--- src/mexp_pkg.sv ---
package mexp_pkg;

    localparam int FIELD_W   = 64;
    localparam int WORD_BITS = 64;
    localparam int CNT_W     = (WORD_BITS > 1) ? $clog2(WORD_BITS) : 1;
    localparam int CFG_ADDR_W = 2;

    localparam logic [CFG_ADDR_W-1:0] REG_MODULUS  = CFG_ADDR_W'(0);
    localparam logic [CFG_ADDR_W-1:0] REG_EXPONENT = CFG_ADDR_W'(1);

    typedef logic [WORD_BITS-1:0] word_t;

    typedef enum logic [2:0] {
        ST_IDLE,
        ST_REDUCE,
        ST_SQUARE,
        ST_MULT,
        ST_HOLD
    } mexp_state_t;

    typedef struct packed {
        logic  start;
        word_t a;
        word_t b;
    } mul_req_t;

    typedef struct packed {
        logic  done;
        word_t product;
    } mul_rsp_t;

endpackage

--- src/mexp_modmul.sv ---
module mexp_modmul (
    input  logic               clk,
    input  logic               rst_n,
    input  mexp_pkg::word_t    n,
    input  mexp_pkg::mul_req_t req,
    output mexp_pkg::mul_rsp_t rsp
);
    import mexp_pkg::*;

    localparam int SUM_W = WORD_BITS + 2;

    logic             busy_reg, busy_next;
    logic             done_reg, done_next;
    logic [CNT_W-1:0] cnt_reg, cnt_next;
    word_t            a_reg, a_next;
    word_t            b_reg, b_next;
    word_t            acc_reg, acc_next;

    logic [SUM_W-1:0] sum;
    logic [SUM_W-1:0] n1;
    logic [SUM_W-1:0] n2;
    word_t            step;

    // acc = 2*acc + bit*a, both below n, so the sum stays below 3n
    always_comb
    begin
        n1  = SUM_W'(n);
        n2  = n1 << 1;
        sum = {1'b0, acc_reg, 1'b0} + SUM_W'(b_reg[WORD_BITS-1] ? a_reg : '0);
        if (sum >= n2)
        begin
            step = word_t'(sum - n2);
        end
        else if (sum >= n1)
        begin
            step = word_t'(sum - n1);
        end
        else
        begin
            step = word_t'(sum);
        end
    end

    always_comb
    begin
        busy_next = busy_reg;
        done_next = 1'b0;
        cnt_next  = cnt_reg;
        a_next    = a_reg;
        b_next    = b_reg;
        acc_next  = acc_reg;
        if (busy_reg)
        begin
            acc_next = step;
            b_next   = b_reg << 1;
            cnt_next = cnt_reg - CNT_W'(1);
            if (cnt_reg == '0)
            begin
                busy_next = 1'b0;
                done_next = 1'b1;
            end
        end
        else if (req.start)
        begin
            busy_next = 1'b1;
            cnt_next  = CNT_W'(WORD_BITS - 1);
            a_next    = req.a;
            b_next    = req.b;
            acc_next  = '0;
        end
    end

    always_ff @(posedge clk or negedge rst_n)
    begin
        if (!rst_n)
        begin
            busy_reg <= 1'b0;
            done_reg <= 1'b0;
            cnt_reg  <= '0;
        end
        else
        begin
            busy_reg <= busy_next;
            done_reg <= done_next;
            cnt_reg  <= cnt_next;
        end
    end

    always_ff @(posedge clk)
    begin
        a_reg   <= a_next;
        b_reg   <= b_next;
        acc_reg <= acc_next;
    end

    assign rsp.done    = done_reg;
    assign rsp.product = acc_reg;

endmodule

--- src/mexp_seq.sv ---
module mexp_seq (
    input  logic                         clk,
    input  logic                         rst_n,
    input  mexp_pkg::word_t              n,
    input  mexp_pkg::word_t              exponent,
    input  logic                         message_valid,
    output logic                         message_ready,
    input  logic [mexp_pkg::FIELD_W-1:0] message,
    output logic                         result_valid,
    input  logic                         result_ready,
    output logic [mexp_pkg::FIELD_W-1:0] result,
    output mexp_pkg::mul_req_t           mul_req,
    input  mexp_pkg::mul_rsp_t           mul_rsp
);
    import mexp_pkg::*;

    mexp_state_t      state_reg, state_next;
    logic             pend_reg, pend_next;
    logic             out_valid_reg, out_valid_next;
    logic [CNT_W-1:0] cnt_reg, cnt_next;
    word_t            exp_reg, exp_next;
    word_t            base_reg, base_next;
    word_t            acc_reg, acc_next;
    word_t            result_reg, result_next;

    logic  accept;
    logic  load;
    logic  last_bit;
    word_t one_mod;

    assign accept   = message_valid && message_ready;
    assign last_bit = (cnt_reg == '0);
    assign one_mod  = (n == word_t'(1)) ? '0 : word_t'(1);

    // next state
    always_comb
    begin
        state_next = state_reg;
        unique case (state_reg)
            ST_IDLE:
            begin
                if (accept)
                begin
                    state_next = (n == '0) ? ST_HOLD : ST_REDUCE;
                end
            end
            ST_REDUCE:
            begin
                if (mul_rsp.done)
                begin
                    state_next = ST_SQUARE;
                end
            end
            ST_SQUARE:
            begin
                if (mul_rsp.done)
                begin
                    if (exp_reg[WORD_BITS-1])
                    begin
                        state_next = ST_MULT;
                    end
                    else
                    begin
                        state_next = last_bit ? ST_HOLD : ST_SQUARE;
                    end
                end
            end
            ST_MULT:
            begin
                if (mul_rsp.done)
                begin
                    state_next = last_bit ? ST_HOLD : ST_SQUARE;
                end
            end
            ST_HOLD:
            begin
                if (load)
                begin
                    state_next = ST_IDLE;
                end
            end
            default:
            begin
                state_next = ST_IDLE;
            end
        endcase
    end

    // outputs and multiplier requests
    always_comb
    begin
        message_ready = 1'b0;
        load          = 1'b0;
        mul_req.start = 1'b0;
        mul_req.a     = acc_reg;
        mul_req.b     = acc_reg;
        unique case (state_reg)
            ST_IDLE:
            begin
                message_ready = 1'b1;
            end
            ST_REDUCE:
            begin
                // message * (1 mod n) reduces the message
                mul_req.start = !pend_reg && !mul_rsp.done;
                mul_req.a     = one_mod;
                mul_req.b     = base_reg;
            end
            ST_SQUARE:
            begin
                mul_req.start = !pend_reg && !mul_rsp.done;
            end
            ST_MULT:
            begin
                mul_req.start = !pend_reg && !mul_rsp.done;
                mul_req.a     = base_reg;
            end
            ST_HOLD:
            begin
                load = !out_valid_reg || result_ready;
            end
            default:
            begin
                message_ready = 1'b0;
            end
        endcase
    end

    // datapath
    always_comb
    begin
        pend_next   = pend_reg;
        cnt_next    = cnt_reg;
        exp_next    = exp_reg;
        base_next   = base_reg;
        acc_next    = acc_reg;
        result_next = result_reg;

        if (mul_req.start)
        begin
            pend_next = 1'b1;
        end
        else if (mul_rsp.done)
        begin
            pend_next = 1'b0;
        end

        if (accept)
        begin
            base_next = message[WORD_BITS-1:0];
            acc_next  = '0;
        end

        if (mul_rsp.done)
        begin
            if (state_reg == ST_REDUCE)
            begin
                base_next = mul_rsp.product;
                acc_next  = one_mod;
                exp_next  = exponent;
                cnt_next  = CNT_W'(WORD_BITS - 1);
            end
            else
            begin
                acc_next = mul_rsp.product;
                if (state_reg == ST_MULT || !exp_reg[WORD_BITS-1])
                begin
                    exp_next = exp_reg << 1;
                    cnt_next = cnt_reg - CNT_W'(1);
                end
            end
        end

        if (load)
        begin
            result_next = acc_reg;
        end

        if (load)
        begin
            out_valid_next = 1'b1;
        end
        else if (result_ready)
        begin
            out_valid_next = 1'b0;
        end
        else
        begin
            out_valid_next = out_valid_reg;
        end
    end

    always_ff @(posedge clk or negedge rst_n)
    begin
        if (!rst_n)
        begin
            state_reg     <= ST_IDLE;
            pend_reg      <= 1'b0;
            out_valid_reg <= 1'b0;
            cnt_reg       <= '0;
        end
        else
        begin
            state_reg     <= state_next;
            pend_reg      <= pend_next;
            out_valid_reg <= out_valid_next;
            cnt_reg       <= cnt_next;
        end
    end

    always_ff @(posedge clk)
    begin
        exp_reg    <= exp_next;
        base_reg   <= base_next;
        acc_reg    <= acc_next;
        result_reg <= result_next;
    end

    assign result_valid = out_valid_reg;
    assign result       = FIELD_W'(result_reg);

endmodule

--- src/modular_exponentiation.sv ---
// channel   | signals                                   | word
// ----------+-------------------------------------------+---------------------------
// input     | message_valid, message_ready, message     | base word to exponentiate
// output    | result_valid, result_ready, result        | message^exponent mod modulus
// config    | cfg_wr_en, cfg_addr, cfg_wdata            | modulus (0), exponent (1)
//
// one word at a time: a reduce pass, then a square per exponent bit and a multiply per set bit
// each modular multiply is bit serial (start, one step per multiplier bit, done) in one shared unit
// modulus zero skips the arithmetic and returns zero
// result register holds a finished word under output stall; a new word is taken meanwhile
// reset (rst_n low, async) sets modulus and exponent to 1 and empties the block
module modular_exponentiation (
    input  logic                            clk,
    input  logic                            rst_n,
    input  logic                            cfg_wr_en,
    input  logic [mexp_pkg::CFG_ADDR_W-1:0] cfg_addr,
    input  logic [mexp_pkg::FIELD_W-1:0]    cfg_wdata,
    input  logic                            message_valid,
    output logic                            message_ready,
    input  logic [mexp_pkg::FIELD_W-1:0]    message,
    output logic                            result_valid,
    input  logic                            result_ready,
    output logic [mexp_pkg::FIELD_W-1:0]    result
);
    import mexp_pkg::*;

    word_t    modulus_reg, modulus_next;
    word_t    exponent_reg, exponent_next;
    mul_req_t mul_req;
    mul_rsp_t mul_rsp;

    always_comb
    begin
        modulus_next  = modulus_reg;
        exponent_next = exponent_reg;
        if (cfg_wr_en)
        begin
            unique case (cfg_addr)
                REG_MODULUS:  modulus_next  = cfg_wdata[WORD_BITS-1:0];
                REG_EXPONENT: exponent_next = cfg_wdata[WORD_BITS-1:0];
                default:      modulus_next  = modulus_reg;
            endcase
        end
    end

    always_ff @(posedge clk or negedge rst_n)
    begin
        if (!rst_n)
        begin
            modulus_reg  <= word_t'(1);
            exponent_reg <= word_t'(1);
        end
        else
        begin
            modulus_reg  <= modulus_next;
            exponent_reg <= exponent_next;
        end
    end

    mexp_seq u_seq (
        .clk           (clk),
        .rst_n         (rst_n),
        .n             (modulus_reg),
        .exponent      (exponent_reg),
        .message_valid (message_valid),
        .message_ready (message_ready),
        .message       (message),
        .result_valid  (result_valid),
        .result_ready  (result_ready),
        .result        (result),
        .mul_req       (mul_req),
        .mul_rsp       (mul_rsp)
    );

    mexp_modmul u_modmul (
        .clk   (clk),
        .rst_n (rst_n),
        .n     (modulus_reg),
        .req   (mul_req),
        .rsp   (mul_rsp)
    );

endmodule

--- config.mk ---
export PLATFORM = sky130hd
export DESIGN_NAME = modular_exponentiation
export DESIGN_NICKNAME = d
export VERILOG_FILES = /design/src/mexp_pkg.sv /design/src/mexp_modmul.sv /design/src/mexp_seq.sv /design/src/modular_exponentiation.sv
export SDC_FILE = /design/constraint.sdc
export NUM_CORES = 1
export LEC_CHECK = 0
export ABC_AREA = 0
export BUFFER_PORTS_ARGS = -buffer_cell sky130_fd_sc_hd__clkbuf_2
export CORE_ASPECT_RATIO = 2
export CORE_MARGIN = 5
export CORE_UTILIZATION = 57
export CTS_CLUSTER_DIAMETER = 80
export CTS_CLUSTER_SIZE = 24
export DETAILED_ROUTE_END_ITERATION = 6
export PLACE_DENSITY = 0.78
export SLEW_MARGIN = 20
export SYNTH_ARGS = -nofsm -noshare
export SYNTH_HDL_FRONTEND = slang
export SYNTH_HIERARCHICAL = 1
export SYNTH_SLANG_ARGS = --single-unit
--- constraint.sdc ---
create_clock -name clk -period 5.7 [get_ports clk]
set_clock_uncertainty 0.2 [all_clocks]
set_input_delay 0.57 -clock clk [delete_from_list [all_inputs] [get_ports clk]]
set_output_delay 0.57 -clock clk [all_outputs]
set_load 0.005 [all_outputs]
## After elaboration in Yosys (flattened, before gate mapping)

Index checks and enable logic that the tools add are counted.
Widths: inputs -> output; s select.

- $mul: 0
- Div/mod/pow operators: 0
- Shift-type cells: 0
- Equality and inequality tests: 11
- Add/sub/neg operators: 5
- Reductions and logical operators: 24
- Magnitude comparators: 2
- Multiplexer cells: 43
- Bitwise operators: 1

Operators by type and width:

| cell | number |
|---|---|
| $mux 64 | 16 |
| $pmux 64 s2 | 1 |
| $sub 64x64->64 | 2 |
| $add 65x64->66 | 1 |
| $ge 66x64->1 | 1 |
| $ge 66x65->1 | 1 |
| $eq 64x1->1 const B | 1 |
| $logic_not 64->1 | 1 |
| $mux 3 | 8 |
| $mux 6 | 4 |
| $pmux 3 s5 | 1 |
| $mux 1 | 13 |
| $logic_not 6->1 | 2 |
| $sub 6x1->6 const B | 2 |
| $ne 2x1->1 const B | 5 |
| $reduce_bool 2->1 | 5 |
| $reduce_and 2->1 | 4 |
| $eq 3x2->1 const B | 2 |
| $reduce_and 5->1 | 1 |
| $logic_not 1->1 | 4 |
| $eq 3x1->1 const B | 1 |
| $eq 3x3->1 const B | 1 |
| $logic_not 3->1 | 1 |
| $reduce_or 3->1 | 1 |
| 5 further kinds | 7 |

- Latch bits: 0
- Bits in registers: 595
- Memories: 0
- Bits in read-only memories: 0
- Word-level logic and storage cells: 103
- Bits of input ports: 135
- Output and inout bits: 66
- Bits in writable memories: 0

## Longest topological paths before layout

Gate-level depths: netlist of the first run.

- Word-level depth: 6
- Depth in mapped cells: 30
- Gate-level depth less buffers: 25

## By module

Netlist of the first run, hierarchy kept.

By module, submodules not included:

| module | instances | sequential area each (um^2) | cells each | area each (um^2) |
|---|---|---|---|---|
| mexp_modmul | 1 | 5,955.7 | 2,442 | 20,372.0 |
| mexp_seq | 1 | 7,322.0 | 1,268 | 12,161.7 |
| modular_exponentiation | 1 | 3,205.6 | 272 | 5,192.5 |

## Worst setup path after synthesis of the first run

No wires, ideal clock.

- Kind: register to register
- From: register u_modmul.b_reg[63]
- To: register u_modmul.acc_reg[60], data pin
- Path slack: -344 ps
- Data arrival time: 5,586 ps
- Period minus slack after synthesis: 6,044 ps
- Cell stages (with the launch flop): 26
- Path buffers: 6
- Library setup time: 258 ps
- Required time: 5,242 ps
- Cells stage by stage: edfxtp_1 > clkbuf_1 > clkbuf_1 > and2_1 > ha_1 > clkbuf_1 > a21oi_1 > o21bai_1 > o21ai_0 > a31oi_1 > or4_1 > o21ai_0 > or3b_1 > xor2_1 > ha_1 > buf_2 > nand3_1 > nor3_1 > nand4_1 > or3_1 > o31ai_2 > a221oi_2 > o211a_1 > buf_4 > clkbuf_1 > o221a_2

- Word-level cells in the longest chain between the ends: 6
- Elaborated cells on any way between the ends: 9
- Classes of those cells: add/sub (3); order compare (2); mux (4)

RTL lines:

| what | line | source |
|---|---|---|
| from (decl) | mexp_modmul.sv:16 | `word_t b_reg, b_next;` |
| from (signal assigned) | mexp_modmul.sv:92 | `b_reg <= b_next;` |
| $mux 64 (*) | mexp_modmul.sv:29 | `sum = {1'b0, acc_reg, 1'b0} + SUM_W'(b_reg[WORD_BITS-1] ? a_reg : '0);` |
| $add 65x64->66 (*) | mexp_modmul.sv:29 |  |
| $sub 64x64->64 / $ge 66x64->1 (equally long branches) | mexp_modmul.sv:36, mexp_modmul.sv:34 |  |
| $mux 64 | mexp_modmul.sv:34 | `else if (sum >= n1)` |
| $mux 64 (*) | mexp_modmul.sv:30 | `if (sum >= n2)` |
| $mux 64 (*) | mexp_modmul.sv:52 | `if (busy_reg)` |
| to (signal assigned) | mexp_modmul.sv:93 | `acc_reg <= acc_next;` |
| to (decl) | mexp_modmul.sv:17 | `word_t acc_reg, acc_next;` |

Every way passes the cells marked *; elsewhere a longest branch is shown, timed or not.
A chain may end at the register's enable or synchronous reset.

## Worst setup path in the final report of the first run

- From: register u_modmul.b_reg[63]
- To: register u_modmul.acc_reg[0], data pin

Same word-level chain as after synthesis.

==> flow_summary.yaml, run 1 <==
run_status:
  status: "finished with violations"
  violations: "negative setup slack"
routing:
  dr.pass1.iters: 6
  drt_iter0_drc: 3127
  vias: 35700
  wl_per_cell_um: 22.8
  ant_nets: 0
  wl_um: 134000
  drc: 0
  viasPerCell: 6.04
  wl_met1_um: 48100
  dr_wl_met2_um: 65500
  wl_met3_um: 9170
  top_layer_used: "met4"
timing:
  slew_viol_final: 0
  period_minus_slack_ns: 6.59
  hold_viol: 0
  period_share_pct: 116
  setup_ws_ns: -0.887
  finalSetupViolCount: 64
  clock.fmax_ghz: 0.152
  rsz0062_at_grt: "yes"
  worst_pin_slew_ns: 1.18
  timing.slew.headroom_pct: 20.6
synthesis:
  synth_area_per_cell_um2: 9.47
  syn_nets: 4314
  ys_seq_elements: 595
  seq_area_frac_synth_pct: 43.7
  synth_warnings: 6
  synth-async-reset-ratio_pct: 24.7
  synth_ff_type: "edfxtp_1"
  syn_inst: 3982
  synth_cell_type_count: 101
  syn_area_mm2: 0.0377
  synth_edf_count: 383
clock_tree:
  clk-insertion-delay-late_ns: 0.60
  clock_path_buffers: 3
  root_buffer: "clkbuf_16"
  cts_max_level: 2
  numCtsBuffers: 34
  clock_sinks: 595
  cts_tree: "done"
  clk_pin_slew_ns: 0.10
placed_design:
  io_buffers: 200
  gp_congestion: 1.02
  dp_slack_ns: -1.04
  hpwl_um: 93400
worst_setup_path:
  crit_slowest_cell: "edfxtp_1"
  slowest_delay_ns: 0.51
  rr_worst_depth: 32
  cp.required_ns: 5.85
  path_common_cell: "buf_6"
  worst_r2r_endpoint: "u_modmul/acc_reg[0]"
  crit_fanout: 16
  start_kind: "flip-flop"
  r2r_slack_ns: -0.89
  reg2reg_from: "u_modmul/b_reg[63]"
  worstPathArrival_ns: 6.73
  critical_path_class: "reg2reg"
  setup.worst_path.end_class: "flip-flop"
floorplanning:
  fp.dieArea_mm2: 0.0717
  initial_core_util_pct: 57.4
  fp.dieH_um: 374
  floorplan.die.width_um: 192
  ios: 201
  rows: 133
  fp.coreArea_mm2: 0.0657
global_route:
  gr-total-overflow: 0
  grt_pass1_wl_um: 197000
  gr-usage-all-layers_pct: 35.1
  grt_max_degree: 131
  antenna_found_initial: 0
  grt_pass1_vias: 35700
worst_hold_path:
  hold_path.class: "in2reg"
  worstHoldEndpoint: "exponent_reg[42]"
  hold_path_startpoint: "cfg_wdata[42]"
  holdPathStages: 2
layout:
  post-route-util_pct: 77.3
  nets: 5335
  area_growth_pct: 34.7
  layout_commonest_cell: "buf_4"
  diodes: 0
  layout-drive-gt1-share_pct: 35.9
  mostFrequentLayoutCells: "buf_4 (932), nand2_1 (785), edfxtp_1 (383)"
  fillCellCount: 4535
job:
  max-cap-violations: 0
==> worst max path at each step <==
stage	startpoint	endpoint	cells past startpoint	slack [ns]
4_1_cts	u_modmul/b_reg[63]	u_modmul/acc_reg[47]	27	-0.56
3_3_place_gp	u_modmul/b_reg[63]	u_modmul/acc_reg[41]	27	-0.90
6_report	u_modmul/b_reg[63]	u_modmul/acc_reg[0]	32	-0.89
5_1_grt	u_modmul/b_reg[63]	u_modmul/acc_reg[0]	32	-1.01
3_5_place_dp	u_modmul/b_reg[63]	u_modmul/acc_reg[36]	26	-1.04
2_1_floorplan	u_modmul/b_reg[63]	u_modmul/acc_reg[47]	26	0.01
==> per-layer routing <==
metal | up-vias | global-route usage (%)
li1 | 16300 | -
met1 | 17100 | 41.4
met3 | 508 | 4.09
met2 | 1773 | 59.2
met4 | 0 | 24.1
met5 | - | 0
==> cells by family after synthesis <==
family                     share of synthesized area, %
adders and majority gates                          6.59
AOI/OAI and AO/OA                                  16.6
buffers and inverters                              4.79
DFF                                                43.7
and+or+nand+nor                                    17.6
muxes                                              6.54
xor gates and xnor gates                           4.20
==> synth_stat cells (7+ instances only) <==
master / count / share of area (%)
nor2_1: 155 / 1.5
a31oi_1: 59 / 0.98
nand3_1: 122 / 1.6
a22o_1: 63 / 1.5
o21ai_1: 50 / 0.66
ha_1: 194 / 6.4
a21boi_0: 11 / 0.22
a211oi_1: 21 / 0.42
o22ai_1: 16 / 0.27
o21a_1: 33 / 0.66
and2_1: 81 / 1.3
nand4_1: 64 / 1.1
and3_1: 78 / 1.3
nor3_1: 35 / 0.46
a31o_2: 7 / 0.16
inv_1: 126 / 1.3
edfxtp_1: 383 / 30
mux2i_1: 75 / 2.0
mux2_4: 70 / 2.8
clkbuf_1: 130 / 1.3
a21o_1: 107 / 2.1
dfxtp_1: 65 / 3.4
a221oi_1: 9 / 0.21
nor2b_1: 24 / 0.40
buf_1: 13 / 0.13
nand2b_1: 19 / 0.32
o211ai_1: 20 / 0.40
buf_12: 12 / 0.64
o31ai_1: 10 / 0.20
xor2_1: 79 / 1.8
a21oi_1: 243 / 3.2
dfrtp_1: 145 / 9.6
o21ai_0: 181 / 2.4
nor4_1: 26 / 0.43
buf_2: 67 / 0.89
mux2_2: 59 / 1.8
buf_4: 8 / 0.16
o21bai_1: 35 / 0.70
buf_6: 13 / 0.39
nand2_1: 834 / 8.3
xnor2_1: 102 / 2.4
==> metrics by stage <==
stage / cells / cell area (um^2) / setup TNS, ns / hold slack [ns]
6_report: 5905 / 50800 / -50.13 / 0.0302
5_1_grt: 5905 / 50800 / -58.91 / 0.0142
4_1_cts: 5861 / 49000 / -31.96 / 0.00996
3_5_place_dp: 5712 / 45500 / -56.68 / 0.261
3_3_place_gp: 5712 / 45500 / -49.04 / 0.258
2_1_floorplan: 3982 / 37800 / 0 / 0.0744
==> area by class of cell <==
class | instances | area, um^2 | area share (%)
Tap cell | 877 | 1100 | 2.16
Multi-Input combinational cell | 3016 | 22000 | 43.3
Clock inverter | 10 | 153 | 0.300
Clock buffer | 51 | 925 | 1.82
Sequential cell | 595 | 16500 | 32.4
Inverter | 126 | 478 | 0.940
Timing Repair Buffer | 1230 | 9670 | 19.0
==> worst max-delay path, delay by kind of cell (launching register included) <==
| family | cells | cell delay (ns) |
|---|---|---|
| buffers and inverters | 10 | 1.55 |
| xor gates and xnor gates | 1 | 0.17 |
| DFF | 1 | 0.51 |
| AOI/OAI and AO/OA | 11 | 1.79 |
| and+or+nand+nor | 8 | 1.57 |
| adders and majority gates | 2 | 0.51 |
==> what timing repair did <==
action                                 CTS  global route
cloned                                  20             4
pin swaps                               95           129
resized for setup                      304           261
setup endpoints to repair               64            64
endpoints found under the hold margin   51             0
buffers inserted                        71            43
hold buffers                             1             0
Power of run 1 is left out: the tool's default activity adds up to more than one toggle a clock period on the data nets, which glitch-free logic cannot reach.
==> inputs of run 2 (changes only) <==
--- a/config.mk
+++ b/config.mk
@@ -9,13 +9,12 @@
 export BUFFER_PORTS_ARGS = -buffer_cell sky130_fd_sc_hd__clkbuf_2
 export CORE_ASPECT_RATIO = 2
 export CORE_MARGIN = 5
-export CORE_UTILIZATION = 57
+export CORE_UTILIZATION = 50
 export CTS_CLUSTER_DIAMETER = 80
 export CTS_CLUSTER_SIZE = 24
 export DETAILED_ROUTE_END_ITERATION = 6
-export PLACE_DENSITY = 0.78
+export PLACE_DENSITY = 0.7
 export SLEW_MARGIN = 20
 export SYNTH_ARGS = -nofsm -noshare
 export SYNTH_HDL_FRONTEND = slang
-export SYNTH_HIERARCHICAL = 1
 export SYNTH_SLANG_ARGS = --single-unit
==> flow_summary.yaml, run 2 <==
worst_setup_path:
  path_common_cell: "buf_6"
  worstPathArrival_ns: 6.38
  setup.worst_path.end_class: "flip-flop"
  cp.required_ns: 5.83
  slowest_delay_ns: 0.43
  reg2reg_from: "u_modmul.b_reg[63]"
  start_kind: "flip-flop"
  crit_slowest_cell: "edfxtp_1"
  critical_path_class: "reg2reg"
  crit_fanout: 7
  startpoint: "u_modmul.b_reg[63]"
global_route:
  gr-total-overflow: 0
  antenna_found_initial: 1
  grt_pass1_vias: 33900
  gr-usage-all-layers_pct: 29.6
  grt_max_degree: 120
  grt_pass1_wl_um: 188000
worst_hold_path:
  hold_path.class: "in2reg"
  hold_path_startpoint: "cfg_wdata[54]"
clock_tree:
  cts_max_level: 2
  numCtsBuffers: 35
  clock_sinks: 595
  cts_tree: "done"
  clk_pin_slew_ns: 0.10
  clock_path_buffers: 3
  clk-insertion-delay-late_ns: 0.60
  root_buffer: "clkbuf_16"
synthesis:
  syn_inst: 3946
  ys_seq_elements: 595
  synth_cell_type_count: 92
  seq_area_frac_synth_pct: 44.9
  yosys.area.top_type: "edfxtp_1"
  syn_nets: 4277
  synth.area.top_cells: "edfxtp_1 (31%), dfrtp_1 (9.9%), nand2_1 (7.9%)"
  synth-async-reset-ratio_pct: 24.7
  synth_edf_count: 383
  synth_ff_type: "edfxtp_1"
  synth_top_area_share_pct: 31.3
  synth_area_per_cell_um2: 9.31
  synth.most_common_cell: "nand2_1"
  synth_warnings: 0
  synthTopCellsByCount: "nand2_1 (772), o21ai_0 (390), edfxtp_1 (383)"
  syn_area_mm2: 0.0367
layout:
  design_area_mm2: 0.0484
  area_growth_pct: 31.8
  nets: 5226
  mostFrequentLayoutCells: "buf_4 (836), nand2_1 (761), edfxtp_1 (383)"
  diodes: 0
  layout_commonest_cell: "buf_4"
  layout-drive-gt1-share_pct: 29.8
timing:
  fin_tns_setup_ns: -28.20
  period_share_pct: 110
  clock.fmax_ghz: 0.160
  finalSetupViolCount: 64
  timing.slew.headroom_pct: 30.6
  period_minus_slack_ns: 6.26
  hold_viol: 0
  setup_ws_ns: -0.555
  rsz0062_at_grt: "yes"
  whs_ns: 0.0286
  worst_pin_slew_ns: 1.04
  slew_viol_final: 0
floorplanning:
  rows: 140
  ios: 201
  fp.dieArea_mm2: 0.0793
  fp.coreArea_mm2: 0.0729
  floorplan.die.width_um: 202
  initial_core_util_pct: 50.4
  fp.dieH_um: 393
routing:
  wl_per_cell_um: 20.9
  drc: 0
  dr.pass1.iters: 7
  drt_iter0_drc: 2352
  vias: 33800
  ant_nets: 0
  viasPerCell: 5.78
  wl_um: 122000
job:
  max-cap-violations: 0
placed_design:
  placed_area_mm2: 0.0445
  hpwl_um: 93300
  gp_congestion: 0.997
  dp_slack_ns: -1.02
  io_buffers: 200
run_status:
  status: "finished with violations"
  violations: "negative setup slack"
run 2: cell types whose count changed after synthesis, sizes merged, moves of 15 or more:
| cell | delta |
|---|---|
| buf | -72 |
| mux2 | -63 |
| nand3 | -57 |
| a22o | -62 |
| xor2 | -20 |
| xnor2 | +18 |
| o211ai | +15 |
| o21ai | +176 |
| a31oi | -21 |
| nand4 | -18 |
| clkbuf | +45 |
| mux2i | +61 |
| nand2 | -63 |
run 2: layout make-up:
class	count	area, um^2
clock buffer	53	965
clock inverter	11	185
fill	6078	24500
inverter	128	490
multi-input combinational	3004	20600
sequential	595	16500
tap	923	1150
timing repair buffer	1131	8570
run 2: critical path, delay by kind of cell (launching register included):
family	cells	cell delay, ns
AOI/OAI and AO/OA	9	1.88
buffers and inverters	9	1.20
and+or+nand+nor	6	0.95
adders and majority gates	3	0.69
muxes	2	0.44
DFF	1	0.43
xor gates and xnor gates	1	0.20
run 2: path summary, 6_finish.rpt:
check	endpoint	slack [ns]	cells past startpoint
worst max-delay path	u_modmul.acc_reg[7]	-0.56	30
min in group asynchronous	modulus_reg[8]	0.28	2
max in group asynchronous	exponent_reg[56]	3.91	3
worst min register to register	u_seq.result[11]	0.28	0
worst max register to register	u_modmul.acc_reg[7]	-0.56	30
worst min-delay path	modulus_reg[54]	0.03	3
run 2: what timing repair did:
| item | CTS | global route |
|---|---|---|
| endpoints found under the hold margin | 111 | 0 |
| gates resized for setup | 157 | 160 |
| setup buffers | 51 | 21 |
| hold buffers | 48 | 0 |
| endpoints found under the setup margin | 64 | 64 |
| pin swaps | 83 | 56 |
| cloned | 3 | 4 |
run 2: kinds of logic after synthesis:
kind of cell | Yosys count | synth area share [%]
xor+xnor | 179 | 4.27
flops | 595 | 44.9
simple gates | 1355 | 16.7
buf+inv | 347 | 3.72
compound gates | 1072 | 18.0
fa+ha+maj | 196 | 6.74
mux | 202 | 5.73
run 2: metal layers:
layer / vias up / GRT usage, % / routed length (um)
met4: 2 / 15.8 / 8010
met5: - / 0 / 13
met1: 16200 / 36.0 / 48100
li1: 16100 / - / -
met3: 317 / 3.10 / 6120
met2: 1160 / 51.5 / 60200
run 2: stage by stage:
step | utilization, % | instances
global route | 66.4 | 5845
finish | 66.4 | 5845
detailed placement | 61.1 | 5655
floorplan | - | 3946
CTS | 65.0 | 5820
global placement | 61.1 | 5655
Power of run 2 is left out for the same reason.
